===== src/design/utf8vr_pkg.sv =====
`default_nettype none
package utf8vr_pkg;

   // byte classes of the strict UTF-8 decoder
   typedef enum logic [3:0] {
      CLS_ASCII   = 4'd0,   // 00-7F
      CLS_CONT_8  = 4'd1,   // 80-8F
      CLS_CONT_9  = 4'd2,   // 90-9F
      CLS_CONT_A  = 4'd3,   // A0-BF
      CLS_INVALID = 4'd4,   // C0-C1, F5-FF
      CLS_LEAD_2  = 4'd5,   // C2-DF
      CLS_E0      = 4'd6,
      CLS_LEAD_3  = 4'd7,   // E1-EC, EE-EF
      CLS_ED      = 4'd8,
      CLS_F0      = 4'd9,
      CLS_LEAD_4  = 4'd10,  // F1-F3
      CLS_F4      = 4'd11
   } byte_class_type;

   localparam int unsigned NUM_CLASSES = 12;
   localparam int unsigned NUM_STATES  = 8;

   // decoder state codes; next-state values carry one more bit for the error code
   localparam logic [2:0] ST_START = 3'd0;
   localparam logic [3:0] NS_START = 4'd0;
   localparam logic [3:0] NS_ERROR = 4'd8;

   // next state [class][state]; states start, A..G; 8 = error
   localparam logic [3:0] TRANS_TABLE [NUM_CLASSES][NUM_STATES] = '{
      '{4'd0, 4'd8, 4'd8, 4'd8, 4'd8, 4'd8, 4'd8, 4'd8},
      '{4'd8, 4'd0, 4'd1, 4'd8, 4'd1, 4'd2, 4'd8, 4'd2},
      '{4'd8, 4'd0, 4'd1, 4'd8, 4'd1, 4'd2, 4'd2, 4'd8},
      '{4'd8, 4'd0, 4'd1, 4'd1, 4'd8, 4'd2, 4'd2, 4'd8},
      '{4'd8, 4'd8, 4'd8, 4'd8, 4'd8, 4'd8, 4'd8, 4'd8},
      '{4'd1, 4'd8, 4'd8, 4'd8, 4'd8, 4'd8, 4'd8, 4'd8},
      '{4'd3, 4'd8, 4'd8, 4'd8, 4'd8, 4'd8, 4'd8, 4'd8},
      '{4'd2, 4'd8, 4'd8, 4'd8, 4'd8, 4'd8, 4'd8, 4'd8},
      '{4'd4, 4'd8, 4'd8, 4'd8, 4'd8, 4'd8, 4'd8, 4'd8},
      '{4'd6, 4'd8, 4'd8, 4'd8, 4'd8, 4'd8, 4'd8, 4'd8},
      '{4'd5, 4'd8, 4'd8, 4'd8, 4'd8, 4'd8, 4'd8, 4'd8},
      '{4'd7, 4'd8, 4'd8, 4'd8, 4'd8, 4'd8, 4'd8, 4'd8}
   };

   localparam logic ACTION_BYTE = 1'b0;
   localparam logic ACTION_END  = 1'b1;

   localparam logic [7:0] REPLACEMENT_RESET = 8'h3F;
   localparam logic [7:0] END_REPORT_BYTE   = 8'h00;

   localparam int unsigned HELD_DEPTH = 3;

   typedef struct packed {
      logic       action;
      logic [7:0] data_byte;
   } req_payload_type;

   typedef struct packed {
      logic [7:0] out_byte;
      logic       is_end_report;
      logic       text_failed;
      logic       run_last;
   } rsp_payload_type;

   typedef logic [7:0] csr_payload_type;

   // one queued work entry: up to four result bytes of one input item
   typedef struct packed {
      logic [3:0][7:0] entry_bytes;
      logic [1:0]      last_idx;
      logic            is_end;
      logic            failed;
   } cmd_type;

   typedef struct packed {
      logic    push;
      cmd_type cmd;
   } push_type;

   typedef struct packed {
      logic    full;
      logic    empty;
   } q_status_type;

   function automatic byte_class_type byte_class(input logic [7:0] b);
      byte_class_type cls;
      if (b < 8'h80)       cls = CLS_ASCII;
      else if (b < 8'h90)  cls = CLS_CONT_8;
      else if (b < 8'hA0)  cls = CLS_CONT_9;
      else if (b < 8'hC0)  cls = CLS_CONT_A;
      else if (b < 8'hC2)  cls = CLS_INVALID;
      else if (b < 8'hE0)  cls = CLS_LEAD_2;
      else if (b == 8'hE0) cls = CLS_E0;
      else if (b == 8'hED) cls = CLS_ED;
      else if (b < 8'hF0)  cls = CLS_LEAD_3;
      else if (b == 8'hF0) cls = CLS_F0;
      else if (b < 8'hF4)  cls = CLS_LEAD_4;
      else if (b == 8'hF4) cls = CLS_F4;
      else                 cls = CLS_INVALID;
      return cls;
   endfunction

   // bytes that never start anything: 80-C1 and F5-FF
   function automatic logic in_skip_set(input byte_class_type cls);
      return (cls == CLS_CONT_8) || (cls == CLS_CONT_9) ||
             (cls == CLS_CONT_A) || (cls == CLS_INVALID);
   endfunction

endpackage
`default_nettype wire


===== src/design/utf8vr_queue.sv =====
`default_nettype none
module utf8vr_queue #(
   parameter int unsigned DEPTH = 4
) (
   input  wire logic                      clock,
   input  wire logic                      reset,
   input  wire utf8vr_pkg::push_type      q_push,
   input  wire logic                      pop,
   output utf8vr_pkg::q_status_type       q_status,
   output utf8vr_pkg::cmd_type            head
);

   localparam int unsigned AW = $clog2(DEPTH);

   utf8vr_pkg::cmd_type mem_ff [DEPTH];
   logic [AW-1:0]       wr_ptr_ff, wr_ptr_in;
   logic [AW-1:0]       rd_ptr_ff, rd_ptr_in;
   logic [AW:0]         count_ff, count_in;
   logic                do_push;
   logic                do_pop;

   assign q_status.full  = (count_ff == (AW+1)'(DEPTH));
   assign q_status.empty = (count_ff == '0);
   assign do_push        = q_push.push && !q_status.full;
   assign do_pop         = pop && !q_status.empty;
   assign head           = mem_ff[rd_ptr_ff];

   // pointer and fill count update; pointers wrap at DEPTH
   always_comb begin
      wr_ptr_in = wr_ptr_ff;
      rd_ptr_in = rd_ptr_ff;
      if (do_push) begin
         wr_ptr_in = (wr_ptr_ff == AW'(DEPTH - 1)) ? '0 : wr_ptr_ff + AW'(1);
      end
      if (do_pop) begin
         rd_ptr_in = (rd_ptr_ff == AW'(DEPTH - 1)) ? '0 : rd_ptr_ff + AW'(1);
      end
      count_in  = count_ff;
      if (do_push && !do_pop) begin
         count_in = count_ff + (AW+1)'(1);
      end else if (do_pop && !do_push) begin
         count_in = count_ff - (AW+1)'(1);
      end
   end

   always_ff @(posedge clock) begin
      if (reset) begin
         wr_ptr_ff <= '0;
         rd_ptr_ff <= '0;
         count_ff  <= '0;
      end else begin
         wr_ptr_ff <= wr_ptr_in;
         rd_ptr_ff <= rd_ptr_in;
         count_ff  <= count_in;
      end
   end

   // entry storage
   always_ff @(posedge clock) begin
      if (do_push) begin
         mem_ff[wr_ptr_ff] <= q_push.cmd;
      end
   end

   // pointers meet exactly when the queue is empty or full
   assert property (@(posedge clock) disable iff (reset)
      (q_status.full || q_status.empty) |-> (wr_ptr_ff == rd_ptr_ff))
      else $error("queue fill count out of step with pointers");

endmodule
`default_nettype wire


===== config.mk =====
export PLATFORM = sky130hd
export DESIGN_NAME = utf8vr_queue
export DESIGN_NICKNAME = d
export VERILOG_FILES = /design/src/design/utf8vr_pkg.sv /design/src/design/utf8vr_queue.sv
export SDC_FILE = /design/constraint.sdc
export NUM_CORES = 1
export LEC_CHECK = 0
export BUFFER_PORTS_ARGS = -buffer_cell sky130_fd_sc_hd__buf_4
export CORE_MARGIN = 4
export CORE_UTILIZATION = 45
export CTS_BUF_LIST = sky130_fd_sc_hd__clkbuf_8
export DETAILED_ROUTE_END_ITERATION = 8
export PLACE_DENSITY = 0.72
export REMOVE_ABC_BUFFERS = 1
export SLEW_MARGIN = 20
export SYNTH_ARGS = -nofsm -noshare
export SYNTH_HDL_FRONTEND = slang
export SYNTH_SLANG_ARGS = --single-unit

===== constraint.sdc =====
create_clock -name clock -period 2.2 [get_ports clock]
set_clock_uncertainty 0.1 [all_clocks]
set_input_delay 0 -clock clock [delete_from_list [all_inputs] [get_ports clock]]
set_output_delay 0 -clock clock [all_outputs]
set_load 0.1 [all_outputs]

## Word-level counts from Yosys, hierarchy flattened

Memory sizes are Yosys's and may differ from the RTL's. A register that Yosys moved wholly into a read port is not among the register bits.
Cells that the tools add are included.

| word-level totals | value |
|---|---|
| register bits | 7 |
| memories | 1 |
| memory bits (writable) | 144 |
| output and inout bits | 38 |
| input port bits | 40 |

| operators by class | value |
|---|---|
| reductions and logical operators | 10 |
| $add $sub $neg | 4 |
| equality and inequality tests | 3 |
| multiplexer cells | 8 |

Memories:

| memory | words | width | rd ports | clocked after Yosys merged registers in | wr ports | line | source |
|---|---|---|---|---|---|---|---|
| mem_ff | 4 | 36 | 1 | 1 | 1 | utf8vr_queue.sv:15 | `utf8vr_pkg::cmd_type mem_ff [DEPTH];` |

Operators with widths:

| cell | number |
|---|---|
| 2-bit 2-to-1 mux | 4 |
| 3-bit 2-to-1 mux | 2 |
| 2-bit by 1-bit adder with 2-bit output, second input constant | 2 |
| 2-bit == test, second input constant | 2 |
| 1-bit logical AND | 4 |
| 1-bit zero test | 4 |
| 3-bit by 1-bit adder with 3-bit output, second input constant | 1 |
| 3-bit == test, second input constant | 1 |
| 3-bit zero test | 1 |
| 3-bit by 1-bit subtractor with 3-bit output, second input constant | 1 |
| 1-bit 2-to-1 mux | 2 |
| 2-bit nonzero test | 1 |

## Logic depth before layout (Yosys ltp)

Gate-level depths: netlist of the first run.

| depth | value |
|---|---|
| word-level depth | 7 |
| depth in mapped cells | 10 |
| mapped depth without buffers | 9 |

## Least setup slack after synthesis of the first run

Ideal clock, no wire load.

| timing path | value |
|---|---|
| path kind | reg2out |
| start point | reg count_ff[0] |
| end point | out q_status[0] (netlist bit) |
| data required time | 2.100 ns |
| cell stages (with the launch flop) | 2 |
| path slack | -0.339 ns |
| data arrival time | 2.439 ns |
| cell sequence | dfxtp_1 -> nor3_1 |

RTL lines:

| item | line | source |
|---|---|---|
| from (decl) | utf8vr_queue.sv:18 | `logic [AW:0] count_ff, count_in;` |
| from (signal assigned) | utf8vr_queue.sv:54 | `count_ff <= count_in;` |
| to (decl) | utf8vr_queue.sv:9 | `output utf8vr_pkg::q_status_type q_status,` |

## Worst setup path after layout of the first run

| timing path | value |
|---|---|
| start point | reg count_ff[2] |
| end point | reg count_ff[2] |

| on the way | value |
|---|---|
| cells in the longest elaborated chain, start to end | 6 |
| elaborated cells between the ends (all ways) | 15 |
| those cells by class | 2 x add/sub; 1 x eq/ne; 2 x mux; 10 x reduce/logical |

Ends and longest elaborated chain:

| item | line | source |
|---|---|---|
| 3-bit == test (*) | utf8vr_queue.sv:22 | `assign q_status.full = (count_ff == (AW+1)'(DEPTH));` |
| 1-bit zero test (*) | utf8vr_queue.sv:24 | `assign do_push = q_push.push && !q_status.full;` |
| 1-bit logical AND (*) | utf8vr_queue.sv:24 |  |
| via do_push | utf8vr_queue.sv:19 | `logic do_push;` |
| 1-bit zero test | utf8vr_queue.sv:41 | `end else if (do_pop && !do_push) begin` |
| 1-bit logical AND | utf8vr_queue.sv:41 |  |
| 2-bit nonzero test (no source line) | n/a |  |

The timed path passes the listed nets; every way through them passes the cells marked *. The select of a mux whose other input is x is not followed.
A chain may end at the register's enable or synchronous reset.

==> impl_metrics.tcl, run 1 <==
set metrics [dict create \
    yosys_warnings 0 \
    num_io_pins 78 \
    powerDensity_nw_per_um2 1290 \
    die_h_um 121 \
    p_sw_frac 0.419 \
    routed_wl_um 10100 \
    diodes 0 \
    synth_ff_type "edfxtp_1" \
    fin_crit_sh 0.998 \
    clock_latency_ps 430 \
    leakage_nw 2.54 \
    cp.arrival_ps 2460 \
    grt_antenna_before_repair 0 \
    post_drt_via_cell_ratio 5.01 \
    drv_cap 0 \
    drt_iter0_drc 144 \
    num_rows 40 \
    cts_setup_buffers 0 \
    htreeDepth 4 \
    cp.required_ps 2460 \
    gp_congestion 0.789 \
    power_frac_seq 0.387 \
    detail_route.wl_per_cell_um 18.2 \
    synth.area.top_cells "edfxtp_1 (76%), mux4_2 (14%), dfxtp_1 (3.2%), ha_1 (1.3%), buf_6 (0.79%)" \
    ant_nets 0 \
    drcViolationCount 0 \
    layout.nets 422 \
    cts-root-buf "clkbuf_8" \
    finalHoldViolCount 0 \
    cts_inserted_buffers 17 \
    crit_path_end_kind "register" \
    clk_pin_slew_ps 80 \
    yosysSeqAreaShare 0.790 \
    crit_type "register to register" \
    grt_pass1_wl_um 16100 \
    critPathMaxFanout 5 \
    ys_ff_latch 153 \
    grt_usage 0.150 \
    cp-start-kind "register" \
    setup_viol 0 \
    slew_violations 0 \
    synthArstFlopShare 0 \
    max_clock_freq_ghz 0.455 \
    grt_max_degree 37 \
    synth_most_common_cell "edfxtp_1" \
    port_buffers 77 \
    p_switching_mw 3.97 \
    vdd_drop_max_mv 0.746 \
    netlist.area_leader.share 0.759 \
    worstMarginPinSlew_ps 416 \
    synth_cell_types 27 \
    synth_edf_count 144 \
    cts_tree "yes" \
    hold_slack_ps 213 \
    ys_top_cells_by_count "edfxtp_1 (144), mux4_2 (36), dfxtp_1 (9)" \
    core_area_um2 12200 \
    dpl.hpwl_um 6300 \
    p_clk_frac 0.192 \
    die_area_um2 14500 \
    floorplan.initialDensity 0.467 \
    syn_inst 238 \
    first_pass_iters 4 \
    grt_overflow 0 \
    drive_above_1_share 0.438 \
    netlist_area_um2 5700 \
    rsz0062_at_grt "yes" \
    avgSynthCellArea_um2 23.9 \
    maxSlewHeadroom 0.723 \
    clk_path_buf_depth 2 \
    p_total_mw 9.49 \
    min_period_ps 2200 \
    internal_power_mw 5.51 \
    clock_sinks 153 \
    vias 2786 \
    status "finished, final reports clean" \
    comb_power_share 0.421 \
    yosysTopAreaCell "edfxtp_1" \
    synthToLayoutAreaGrowth_pct 29.2 \
    die_x_um 121 \
    grt_pass1_vias 3031 \
    hp-class "input port to register" \
]
## layout make-up
| type | count | area, µm² |
|---|---|---|
| fillers | 913 | 4850 |
| flip-flops and latches | 153 | 4510 |
| repair buffers | 128 | 1150 |
| multi-input cells | 70 | 1110 |
| clock buffers | 17 | 234 |
| well taps | 168 | 210 |
| clock inverters | 15 | 114 |
| inverters | 5 | 37.5 |
## timing repair
action,4_1_cts,5_1_grt
resized for setup,4,5
gates cloned,0,0
hold buffers,39,0
setup endpoints to repair,6,1
endpoints found under the hold margin,153,0
pin swaps,0,3
## logic make-up (layout without fill, tap and decap cells)
family	count (synthesis)	after routing	synth area share
AO/OA/AOI/OAI	7	7	0.00878
multiplexers	38	38	0.146
buffers and inverters	15	165	0.0200
XOR/XNOR	2	2	0.00307
flip-flops	153	153	0.790
adder cells (fa/ha/maj)	7	7	0.0167
AND/OR/NAND/NOR	16	16	0.0154
## flip-flops by register name (all words and copies together) (netlist names), named ones only
register,cells
mem_ff,144
rd_ptr_ff,2
wr_ptr_ff,2
count_ff,3
## worst paths after layout
| check | endpoint | cells past startpoint | slack [ps] | start |
|---|---|---|---|---|
| max | count_ff[2] | 9 | 3 | count_ff[2] |
| min | mem_ff[2][1] | 2 | 210 | q_push[1] |
| max reg2reg | count_ff[2] | 9 | 3 | count_ff[2] |
| min reg2reg | register | 2 | 400 | rd_ptr_ff[0] |
## cell usage in the layout (no fill, tap or decap), types with 2 or more instances in the layout
| master | netlist | routed |
|---|---|---|
| a21oi_1 | 3 | 2 |
| and3_2 | 0 | 4 |
| buf_12 | 0 | 7 |
| buf_4 | 1 | 82 |
| clkbuf_8 | 0 | 17 |
| clkinv_1 | 0 | 2 |
| clkinv_2 | 0 | 4 |
| clkinv_4 | 1 | 4 |
| clkinvlp_4 | 0 | 3 |
| dfxtp_1 | 9 | 6 |
| dfxtp_4 | 0 | 2 |
| dlygate4sd3_1 | 0 | 39 |
| edfxtp_1 | 144 | 144 |
| ha_1 | 6 | 5 |
| inv_1 | 3 | 5 |
| mux2i_1 | 2 | 2 |
| mux4_2 | 36 | 36 |
| nand3_1 | 2 | 2 |
| nor2_1 | 3 | 3 |
| nor3_1 | 2 | 2 |
| o31ai_2 | 2 | 2 |
| xor2_1 | 2 | 2 |
## worst max-delay path: stages, from the launching register on
cell and delay, ps:
dfxtp_4 370, or3b_4 250, clkinv_4 60, nor2_4 100, ha_2 190, inv_1 50
fa_2 330, xor2_1 170, or3_4 370, a21oi_2 130
## metal layers
layer	routed length [µm]	GRT usage	vias to the layer above
li1	-	-	1274
met1	4140	0.186	1433
met2	5240	0.242	66
met3	596	0.0561	13
met4	130	0.0531	0
met5	0	0	-
## power groups by stage
stage / clock (mW) / sequential [mW] / combinational, mW
after CTS: 1.89 / 3.67 / 4.01
after detailed placement: 0 / 3.73 / 3.94
after floorplan: 0 / 3.79 / 2.94
after global routing: 2.04 / 3.70 / 4.15
final: 1.83 / 3.67 / 3.99
after global placement: 0 / 3.71 / 3.91
## through the flow
stage / util / setup WS [ps] / setup TNS, ps / instance area [µm²] / std cells
finish: 0.603 / 3.36 / 0 / 7360 / 556
global placement: 0.540 / 91.3 / 0 / 6600 / 485
floorplan: - / -437 / -16300 / 5620 / 228
CTS: 0.601 / 15.6 / 0 / 7340 / 556
detailed placement: 0.540 / 18.9 / 0 / 6600 / 485
global route: 0.603 / -68.0 / -68.0 / 7360 / 556
No activity file was read; power rests on OpenSTA's default activity.
==> run 2: changes to the inputs <==
GPL_TIMING_DRIVEN = 0   (was not set)
PLACE_DENSITY = 0.7   (was 0.72)
clock period = 2.55 ns   (was 2.2 ns; I/O delays follow)
==> run 2 against run 1 <==
Compared with the run above: power down 14%; via count decreased by 0.93%; fmax fell by 5.4%; clock power decreased by 11%; critical path type unchanged; critical endpoint unchanged; largest power group unchanged.
==> impl_metrics.tcl, run 2 (synthesis gave the netlist of run 1 again) <==
set metrics [dict create \
    floorplan.initialDensity 0.467 \
    final_common_cell "edfxtp_1" \
    grt_antenna_before_repair 0 \
    clk_pin_slew_ps 80 \
    num_rows 40 \
    worstMarginPinSlew_ps 531 \
    htreeDepth 4 \
    grt_pass1_vias 2972 \
    first_pass_iters 4 \
    drcViolationCount 0 \
    crit_path_end_kind "register" \
    layout.nets 417 \
    slew_violations 0 \
    die_area_um2 14500 \
    fin_crit_sh 0.911 \
    powerDensity_nw_per_um2 1110 \
    cts-root-buf "clkbuf_8" \
    finalHoldViolCount 0 \
    largest-register "mem_ff" \
    critPathMaxFanout 7 \
    post-route-util 0.600 \
    dp_slack_ps 161 \
    grt_usage 0.149 \
    cp.required_ps 2820 \
    detail_route.wl_per_cell_um 17.9 \
    maxSlewHeadroom 0.646 \
    crit_type "register to register" \
    dp.cells 479 \
    grt_max_degree 26 \
    cts_tree "yes" \
    min_period_ps 2320 \
    clock_sinks 153 \
    gp_congestion 0.678 \
    holdPathStages 2 \
    ant_nets 0 \
    clk_path_buf_depth 2 \
    vdd_drop_max_mv 0.790 \
    setup_viol 0 \
    max_clock_freq_ghz 0.431 \
    vias 2760 \
    reg2reg_depth 9 \
    num_io_pins 78 \
    place_area_um2 6570 \
    core_area_um2 12200 \
    diodes 0 \
    rsz0062_at_grt "no" \
    drt_iter0_drc 226 \
    clock_latency_ps 440 \
    grt_overflow 0 \
    hp-class "input port to register" \
    fin_ws_ps 228 \
    cp.arrival_ps 2590 \
    leakage_nw 2.54 \
    final_cell_mix "edfxtp_1 (144), buf_4 (77), dlygate4sd3_1 (40), mux4_2 (36), clkbuf_8 (17)" \
    top_regs "mem_ff x144, count_ff x3" \
    die_x_um 121 \
    synthToLayoutAreaGrowth_pct 28.6 \
    drive_above_1_share 0.407 \
    largest_register_ffs 144 \
    drv_cap 0 \
    hold_slack_ps 202 \
    routed_wl_um 9880 \
    cp-start-kind "register" \
    r2r_slack_ps 230 \
    die_h_um 121 \
    cts_inserted_buffers 17 \
    grt_pass1_wl_um 15600 \
    final_area_um2 7330 \
    fin_cells 551 \
    port_buffers 77 \
    cts_setup_buffers 0 \
    post_drt_via_cell_ratio 5.01 \
    status "finished, final reports clean" \
    dpl.hpwl_um 5970 \
]
==> run 2: cell count changes in the layout (fill, tap and decap cells not counted), sizes merged <==
cell         before  now
dlygate4sd3      39   40
inv               5    6
bufinv            2    3
buf              89   83
clkinvlp          3    1
==> run 2: cell type report <==
type                            instances  area, µm²
Fill cell                             911       4880
Sequential cell                       153       4510
Timing Repair Buffer                  123       1130
Multi-Input combinational cell         70       1090
Clock buffer                           17        234
Tap cell                              168        210
Clock inverter                         15        119
Inverter                                5       37.5
==> run 2: metal layers <==
layer	GRT usage	vias to the layer above	wire (µm)
met5	0	-	0
met4	0.0708	0	216
met3	0.0482	20	494
met2	0.237	69	4880
met1	0.185	1406	4290
li1	-	1265	-
==> run 2: stage by stage <==
step,setup TNS [ps],total power [mW]
6_report,0,8.16
2_1_floorplan,-3130,5.80
4_1_cts,0,8.24
5_1_grt,0,8.50
3_3_place_gp,-74940,6.46
3_5_place_dp,0,6.56
==> run 2: critical path, stage by stage (launching register included) <==
cell      delay [ps]
dfxtp_1          450
or3b_4           240
clkinv_4          70
nor2_2           130
ha_1             200
inv_1             60
fa_1             370
xor2_1           180
or3_1            300
a21oi_1          150
==> run 2: power by group <==
part	total (mW)	switching (mW)	internal, mW
clock network	1.63	0.802	0.833
logic	3.34	2.43	0.911
registers	3.18	0.139	3.04
total	8.16	3.37	4.78
==> run 2: timing repair <==
action | in CTS | in global routing
hold endpoints to repair | 153 | 0
hold buffers | 40 | 0
endpoints found under the setup margin | 0 | 1
resized for setup | 0 | 1
==> run 2: path summary, 6_finish.rpt <==
kind,from,end
max reg2reg,count_ff[1],count_ff[2]
min reg2reg,rd_ptr_ff[0],register
min,q_push[23],mem_ff[1][23]
max,count_ff[1],count_ff[2]
==> run 3: changes to the inputs <==
BUFFER_PORTS_ARGS = -buffer_cell sky130_fd_sc_hd__buf_2   (was -buffer_cell sky130_fd_sc_hd__buf_4)
CTS_CLUSTER_SIZE = 30   (was not set)
MAX_ROUTING_LAYER = met4   (was not set)
==> run 3 against run 2 <==
Compared with the run above: utilization is 1.5 points lower; largest cell class unchanged; global-route usage barely moved; highest routed layer unchanged; flip-flop and latch count did not move; first-iteration DRC count shrank 19%; fmax fell by 2.7%; critical endpoint unchanged; sequential share of layout area grew 1.6 points; sequential power about the same.
==> impl_metrics.tcl, run 3 (synthesis gave the netlist of run 1 again) <==
set metrics [dict create \
    multiInputGateArea_um2 1090 \
    register_area_um2 4510 \
    drcViolationCount 0 \
    grt_antenna_before_repair 0 \
    floorplan.initialDensity 0.467 \
    clk_path_buf_depth 2 \
    die_area_um2 14500 \
    grt_overflow 0 \
    p_total_mw 8.05 \
    rsz0062_at_grt "no" \
    worstMarginPinSlew_ps 555 \
    largest-register "mem_ff" \
    cts_inserted_buffers 17 \
    cp.required_ps 2820 \
    crit_path_top_delay_cell "dfxtp_1" \
    hold_slack_ps 214 \
    final_common_cell "edfxtp_1" \
    die_h_um 121 \
    num_io_pins 78 \
    n_fill_cell 931 \
    htreeDepth 4 \
    status "finished, final reports clean" \
    drv_cap 0 \
    cp-start-kind "register" \
    timing.rr.start "count_ff[0]" \
    drt_iter0_drc 183 \
    crit_path_end_kind "register" \
    first_pass_iters 4 \
    gp_congestion 0.688 \
    num_rows 40 \
    synthToLayoutAreaGrowth_pct 25.4 \
    place_area_um2 6380 \
    top_regs "mem_ff x144, count_ff x3" \
    routed_wl_um 9780 \
    cts_tree "yes" \
    hp-start "q_push[21]" \
    largest_register_ffs 144 \
    finalHoldViolCount 0 \
    post-route-util 0.585 \
    final_cell_mix "edfxtp_1 (144), buf_2 (77), dlygate4sd3_1 (39), mux4_2 (36), clkbuf_8 (17)" \
    worstPathCellList "or3b_1 -> clkinv_4 -> nor2_2 -> ha_1 -> inv_1 -> fa_1 -> xor2_1 -> or3_1 -> a21oi_1" \
    ctsResizeCount 0 \
    detail_route.wl_per_cell_um 17.8 \
    fin_crit_sh 0.936 \
    grt_pass1_wl_um 15400 \
    layout.nets 416 \
    clock_latency_ps 440 \
    holdPathStages 2 \
    hp-class "input port to register" \
    cpLargestDelayFamily "simple AND/OR/NAND/NOR gates" \
    powerDensity_nw_per_um2 1130 \
    max_clock_freq_ghz 0.419 \
    cp.depth 9 \
    grt_pass1_vias 2941 \
    cp.arrival_ps 2660 \
    slew_violations 0 \
    critPathBufInv 2 \
    die_x_um 121 \
    cp_slowest_stage_delay_ps 440 \
    vias 2742 \
    reg2reg_depth 9 \
    port_buffers 77 \
    diodes 0 \
    drive_above_1_share 0.398 \
    critPathLaunch "count_ff[0]" \
    clk_pin_slew_ps 70 \
    post_drt_via_cell_ratio 4.99 \
    critPathMaxFanout 7 \
    leakage_nw 2.47 \
    vdd_drop_max_mv 0.786 \
    dpl.hpwl_um 5940 \
    core_area_um2 12200 \
    crit_type "register to register" \
    final_area_um2 7150 \
    grt_usage 0.149 \
    grt_max_degree 26 \
    cts-root-buf "clkbuf_8" \
    ant_nets 0 \
    clock_sinks 153 \
    maxSlewHeadroom 0.630 \
    setup_viol 0 \
    min_period_ps 2390 \
]
[run 3: cell count changes in the layout (fill, tap and decap cells not counted)]
cell / change
buf_2: +77
buf_4: -77
bufinv_16: +1
clkinv_1: +3
clkinv_2: -5
clkinvlp_4: +1
dlygate4sd3_1: -1
or3b_1: +1
or3b_4: -1
[run 3: timing repair]
| action | CTS | global route |
|---|---|---|
| hold buffers | 39 | 0 |
| hold endpoints to repair | 153 | 0 |
| buffers inserted | 0 | 0 |
[run 3: worst paths after layout]
| path | end | slack [ps] |
|---|---|---|
| worst max-delay path | count_ff[2] | 160 |
| worst min-delay path | mem_ff[0][21] | 210 |
| worst max register to register | count_ff[2] | 160 |
| worst min register to register | register | 400 |
[run 3: final cells by class]
cell class              instances  area share
multi-input cells              70       0.152
well taps                     168      0.0294
inverters                       5     0.00525
flip-flops and latches        153       0.631
clock buffers                  17      0.0327
clock inverters                15      0.0200
repair buffers                122       0.130
[run 3: per-layer routing]
metal	global-route usage	part of all wire	vias to the layer above
li1	-	-	1257
met3	0.0449	0.053	20
met5	-	0	-
met2	0.241	0.51	82
met4	0.0673	0.023	0
met1	0.173	0.42	1383
[run 3: stage by stage]
step	setup slack (ps)	setup TNS, ps	std cells
final	163	0	550
after global routing	28.1	0	550
after CTS	140	0	550
after detailed placement	163	0	479
after global placement	-853	-79840	473
after floorplan	-86.8	-3130	228
[run 3: where the power goes]
group	switching (mW)	total [mW]	internal, mW
Clock	0.796	1.73	0.931
Sequential	0.136	3.18	3.04
Combinational	2.40	3.14	0.738
